--- config.mk ---
export PLATFORM = sky130hd
export DESIGN_NAME = sbae_queue
export DESIGN_NICKNAME = d
export VERILOG_FILES = /design/src/hw/rtl/sbae_pkg.sv /design/src/hw/rtl/sbae_queue.sv
export SDC_FILE = /design/constraint.sdc
export NUM_CORES = 1
export LEC_CHECK = 0
export ABC_AREA = 1
export BUFFER_PORTS_ARGS = -buffer_cell sky130_fd_sc_hd__buf_2
export CAP_MARGIN = 10
export CELL_PAD_IN_SITES_DETAIL_PLACEMENT = 1
export CELL_PAD_IN_SITES_GLOBAL_PLACEMENT = 1
export CORE_AREA = 2 2 53 55
export CTS_CLUSTER_DIAMETER = 150
export DETAILED_ROUTE_END_ITERATION = 7
export DIE_AREA = 0 0 55 57
export GPL_TIMING_DRIVEN = 0
export HOLD_SLACK_MARGIN = 0.05
export PLACE_DENSITY = 0.73
export SETUP_SLACK_MARGIN = 0.5
export SYNTH_ARGS = -nofsm -noshare
export SYNTH_HDL_FRONTEND = slang
export SYNTH_SLANG_ARGS = --single-unit
--- constraint.sdc ---
create_clock -name clk -period 3.7 [get_ports clk]
set_input_delay 0.185 -clock clk [delete_from_list [all_inputs] [get_ports clk]]
set_output_delay 0.185 -clock clk [all_outputs]
set_load 0.03 [all_outputs]
--- src/hw/rtl/sbae_pkg.sv ---
`default_nettype none

package sbae_pkg;

  localparam int DEF_CAPACITY    = 256;
  localparam int DEF_VALUE_WIDTH = 32;
  localparam int QUEUE_DEPTH     = 2;

  localparam logic [3:0] MODE_PUSH         = 4'd0;
  localparam logic [3:0] MODE_POP          = 4'd1;
  localparam logic [3:0] MODE_TOP          = 4'd2;
  localparam logic [3:0] MODE_GET          = 4'd3;
  localparam logic [3:0] MODE_PUT          = 4'd4;
  localparam logic [3:0] MODE_SWAP         = 4'd5;
  localparam logic [3:0] MODE_REMOVE_AT    = 4'd6;
  localparam logic [3:0] MODE_CONTAINS     = 4'd7;
  localparam logic [3:0] MODE_REMOVE_VALUE = 4'd8;

  typedef enum logic [3:0] {
    OP_PUSH,
    OP_POP,
    OP_TOP,
    OP_GET,
    OP_PUT,
    OP_SWAP,
    OP_REMOVE_AT,
    OP_CONTAINS,
    OP_REMOVE_VALUE,
    OP_NOP
  } op_t;

  typedef enum logic [1:0] {
    ST_OK    = 2'd0,
    ST_FULL  = 2'd1,
    ST_EMPTY = 2'd2,
    ST_RANGE = 2'd3
  } status_t;

  typedef struct packed {
    op_t        op;
    logic [7:0] pos;
    logic [7:0] pos2;
  } cmd_t;

  typedef enum logic [3:0] {
    BK_IDLE,
    BK_EXEC,
    BK_READ,
    BK_SWAP_A,
    BK_SWAP_B,
    BK_SWAP_W,
    BK_SHIFT_RD,
    BK_SHIFT_WR,
    BK_SCAN_RD,
    BK_SCAN_CMP
  } back_state_t;

endpackage

`default_nettype wire

--- src/hw/rtl/sbae_queue.sv ---
`default_nettype none

module sbae_queue #(
  parameter int DATA_W = 8,
  parameter int DEPTH  = sbae_pkg::QUEUE_DEPTH
) (
  input  wire logic              clk,
  input  wire logic              rst_n,
  input  wire logic              push,
  input  wire logic [DATA_W-1:0] wdata,
  input  wire logic              pop,
  output logic [DATA_W-1:0]      rdata,
  output logic                   full,
  output logic                   empty
);
  import sbae_pkg::*;

  localparam int PTR_W = (DEPTH > 1) ? $clog2(DEPTH) : 1;
  localparam int CNT_W = $clog2(DEPTH + 1);

  logic [DATA_W-1:0] slot_r [DEPTH];
  logic [PTR_W-1:0]  wr_ptr_r, wr_ptr_nxt;
  logic [PTR_W-1:0]  rd_ptr_r, rd_ptr_nxt;
  logic [CNT_W-1:0]  fill_r, fill_nxt;
  logic              do_push, do_pop;

  assign full    = (fill_r == CNT_W'(DEPTH));
  assign empty   = (fill_r == '0);
  assign rdata   = slot_r[rd_ptr_r];
  assign do_push = push && !full;
  assign do_pop  = pop && !empty;

  always_comb begin
    wr_ptr_nxt = wr_ptr_r;
    rd_ptr_nxt = rd_ptr_r;
    fill_nxt   = fill_r;
    if (do_push) begin
      wr_ptr_nxt = (wr_ptr_r == PTR_W'(DEPTH - 1)) ? '0 : wr_ptr_r + 1'b1;
    end
    if (do_pop) begin
      rd_ptr_nxt = (rd_ptr_r == PTR_W'(DEPTH - 1)) ? '0 : rd_ptr_r + 1'b1;
    end
    if (do_push && !do_pop) begin
      fill_nxt = fill_r + 1'b1;
    end else if (do_pop && !do_push) begin
      fill_nxt = fill_r - 1'b1;
    end
  end

  always_ff @(posedge clk) begin
    if (!rst_n) begin
      wr_ptr_r <= '0;
      rd_ptr_r <= '0;
      fill_r   <= '0;
    end else begin
      wr_ptr_r <= wr_ptr_nxt;
      rd_ptr_r <= rd_ptr_nxt;
      fill_r   <= fill_nxt;
    end
  end

  always_ff @(posedge clk) begin
    if (do_push) begin
      slot_r[wr_ptr_r] <= wdata;
    end
  end

endmodule

`default_nettype wire

# Yosys cells after proc, flatten, opt, wreduce, memory -nomap -nowiden
# Memory sizes are Yosys's and may differ from the RTL's. A register that Yosys moved wholly into a read port is not among the register bits.
# Cells that the tools add are included.
[word_totals]
ff_bits = 4
mem_bits_rw = 16
in_bits = 12
out_inout_bits = 10
elab_cells = 27
mem_count = 1
[classes]
addsub = 4
n_eq_ne = 1
muxes = 8
reduce_logical = 10
[memory_table]
columns = ["memory", "words", "width", "read_ports", "rd_clocked_by_memory_dff", "write_ports", "line_no", "rtl"]
rows = [
  ["slot_r", 2, 8, 1, 1, 1, "sbae_queue.sv:21", "logic [DATA_W-1:0] slot_r [DEPTH];"],
]
[ops]
columns = ["operator", "count"]
rows = [
  ["$mux W1", 6],
  ["$logic_and A1 B1 Y1", 4],
  ["$logic_not A1 Y1", 4],
  ["$mux W2", 2],
  ["$add A1 B1 Y1 const B", 2],
  ["$add A2 B1 Y2 const B", 1],
  ["$eq A2 B2 Y1 const B", 1],
  ["$logic_not A2 Y1", 1],
  ["$reduce_bool A2 Y1", 1],
  ["$sub A2 B1 Y2 const B", 1],
]

# Depth between registers and ports, before layout
[logic_depth]
word_depth = 7
ltp_mapped = 10
ltp_nobuf = 10

# Least setup slack after synthesis
# No wires, ideal clock.
[synth_timing]
path_type = "register to register"
startpoint = "register fill_r[0]"
endpoint = "register fill_r[1]"
setup_ns = 0.064
t_arrival_ns = 1.495
required_time_ns = 3.636
path_slack_ns = 2.142
stages_incl_launch_ff = 10
n_path_buf = 0
synth_period_minus_slack_ns = 1.558
path_cell_list = "dfxtp_1 nor2_1 nor2_2 inv_1 ha_1 inv_1 nand3_1 nand2_1 inv_1 nor2_1"
[synth_via]
elab_chain_len = 6
elab_cells_between_ends = 15
classes_between = "2 x add/sub; 1 x eq/ne; 2 x mux; 10 x reduce/logical"
[synth_rtl]
columns = ["element", "line_no", "rtl"]
rows = [
  ["from (decl)", "sbae_queue.sv:24", "logic [CNT_W-1:0] fill_r, fill_nxt;"],
  ["from (signal assigned)", "sbae_queue.sv:58", "fill_r <= fill_nxt;"],
  ["$logic_not A2 Y1 (*)", "sbae_queue.sv:28", "assign empty = (fill_r == '0);"],
  ["via empty", "sbae_queue.sv:14", "output logic empty"],
  ["$logic_not A1 Y1 (*)", "sbae_queue.sv:31", "assign do_pop = pop && !empty;"],
  ["$logic_and A1 B1 Y1 (*)", "sbae_queue.sv:31", ""],
  ["$logic_not A1 Y1", "sbae_queue.sv:43", "if (do_push && !do_pop) begin"],
  ["$logic_and A1 B1 Y1", "sbae_queue.sv:43", ""],
  ["$mux W2 or $reduce_bool A2 Y1 (tied branches)", "n/a", ""],
]
# The timed path passes the listed nets; every way through them passes the cells marked *. The select of a mux whose other input is x is not followed.
# A chain may end at the register's enable or synchronous reset.

==> qor.csv <==
stage;metric;value;unit
global_route;grt_start_max_net_pins;12;
timing;period_needed;1540;ps
pwr;finalPower;0.691;mW
finish;layout_common_cells;buf_2, edfxtp_1, nor2_1;
clock_network;ctsResizeCount;0;
worst_setup_path;cp_max_fo;8;
yosys;syn_area;823;um2
die;core.rowCount;19;
clock_network;clock_latency;300;ps
clock_network;clock_sinks;21;
timing;setup_tns;0;ps
yosys;ys_ff_latch;21;
worst_setup_path;required;3510;ps
finish;postLayoutCellArea;1020;um2
clock_network;htreeDepth;1;
status;status;finished clean;
route;drt_first_pass_iters;2;
placed_design;dp_hpwl;1.09;mm
timing;rsz0062_at_grt;false;
finish;syn2layout_area_growth;24.3;%
yosys;syn_nets;76;
yosys;yosys.area.top_type_share;58.4;%
finish;layout.cells.non_filler;122;
yosys;netlist_instances;63;
route;dr_total_vias;532;
die;die_w;55;um
pwr;peakVddDrop;0.309;mV
route;first_iter_violations;1;
worst_setup_path;critical_path_class;flop to primary output;
placed_design;dp_cells;115;
timing;tightest_slew;675;ps
timing;final_hold_viol_count;0;
hold_path;hold_start;wdata[6];
timing;max_clock_freq;0.651;GHz
finish;diodes;0;
finish;drive_gt1_share;39.6;%
clock_network;cts_max_path_buffers;2;
hold_path;min_to;slot_r[0][6];
global_route;grt_pass1_vias;544;
finish;final_common_cell;buf_2;
finish;final_nets;105;
job;max-cap-violations;0;
die;boundaryPins;22;
die;initial_utilization;31.5;%
timing;slew_headroom;54.9;%
finish;multi_input_area;204;um2
timing;setup_ws;2160;ps
route;via_per_inst;4.36;
timing;holdWs;67.9;ps
die;dieHeight;57;um
placed_design;portBuffers;21;
worst_setup_path;cp-start-kind;flop;
die;core;2620;um2
yosys;synth_cell_types;15;
clock_network;cts_tree;built;
hold_path;hp-class;input port to flop;
yosys;ys_seq_area_share;70.5;%
route;wl_per_cell;11.5;um
finish;fin_util;39.1;%
global_route;overflow;0;
clock_network;root_buffer;clkbuf_4;
timing;fin_worst_skew;1.32;ps
worst_setup_path;cp.arrival;1350;ps
placed_design;post-place-ws;2200;ps
timing;period_share;41.5;%
global_route;grt_use_total;10.1;%
clock_network;cts_buffers;3;
yosys;ys_warn_count;0;
yosys;yosys.area.top_type;edfxtp_1;
worst_setup_path;r2r_slack;2230;ps
placed_design;dpl_cell_area;967;um2
route;routed_wl;1.40;mm
worst_setup_path;endpoint_kind;primary output;
global_route;antenna_found_initial;0;
pwr;power_density;675;nW/um2
worst_setup_path;reg2reg_to;fill_r[1];
worst_setup_path;r2r-start;fill_r[0];
global_route;grt_pass1_wl;2.15;mm
timing;finalMaxSlewViolations;0;
pwr;p_leak;0.425;nW
placed_design;gp_congestion;0.668;
yosys;syn_avg_cell_area;13.1;um2
worst_setup_path;r2r_cells;9;
yosys;synthTopCellsByArea;edfxtp_1, dfxtp_1, mux2_2;
finish;nFillCells;309;
route;final_antenna_net_count;0;
hold_path;holdPathStages;1;
die;die_area;3140;um2
route;drcViolationCount;0;
finish;seqCellArea;581;um2
timing;finalSetupViolations;0;
clock_network;cts.reportedPaths.clkPinSlew;110;ps
-- area by class of cell --
| cell class | count | share of cell area, % |
|---|---|---|
| repair buffers | 24 | 13.2 |
| plain buffers | 1 | 0.489 |
| inverters | 9 | 3.30 |
| clock buffers | 4 | 2.57 |
| multi-input cells | 32 | 19.9 |
| well taps | 31 | 3.79 |
| flip-flops and latches | 21 | 56.7 |
-- cell usage after synthesis --
cell type	n
o21ai_2	1
inv_2	1
o21ai_0	2
nand2_1	6
a21oi_1	1
buf_2	1
ha_1	1
nand4_1	1
nor2_2	1
nor2_1	10
dfxtp_1	5
mux2_2	8
edfxtp_1	16
nand3_1	1
inv_1	8
-- metal layers --
| layer | routed length, um | vias to the layer above | global-route usage [%] |
|---|---|---|---|
| li1 | - | 267 | - |
| met1 | 585 | 242 | 10.6 |
| met2 | 682 | 20 | 16.5 |
| met3 | 103 | 3 | 3.66 |
| met4 | 28 | 0 | 6.27 |
| met5 | 0 | - | 0 |
-- state kept, by name, indices dropped and copies added (netlist names), named ones only --
| name | cells |
|---|---|
| wr_ptr_r | 1 |
| slot_r | 16 |
| fill_r | 2 |
| rd_ptr_r | 1 |
-- what timing repair did --
action | in CTS | in global routing
buffers inserted | 0 | 0
hold endpoints to repair | 0 | 5
hold buffers | 0 | 3
-- worst max path at each step --
stage | start | endpoint | slack (ps)
after floorplan | fill_r[0] | fill_r[1] | 2140
after global placement | fill_r[0] | slot_r[1][1] | 2250
after detailed placement | fill_r[0] | slot_r[0][1] | 2200
after CTS | flop | rdata[4] | 2130
after global routing | fill_r[0] | fill_r[1] | 2070
final | flop | rdata[4] | 2160
-- cell families after synthesis --
kind of cell    count (synthesis)  synth area share (%)
flops                          21                  70.5
mux                             8                  10.9
fa+ha+maj                       1                  1.52
compound gates                  4                  2.89
simple gates                   19                  9.42
buf+inv                        10                  4.71
-- worst max-delay path, cell delays in order, from the launching register on --
cell and delay [ps]:
dfxtp_1 320, buf_2 210, mux2_2 350, buf_2 180
-- where the power goes --
part,total (mW),internal (mW),switching (mW)
clock,0.107,0.0420,0.0648
sequential,0.321,0.301,0.0197
combinational,0.263,0.0884,0.175
total,0.691,0.432,0.259
Note: power is estimated with default switching activity, not from simulation.
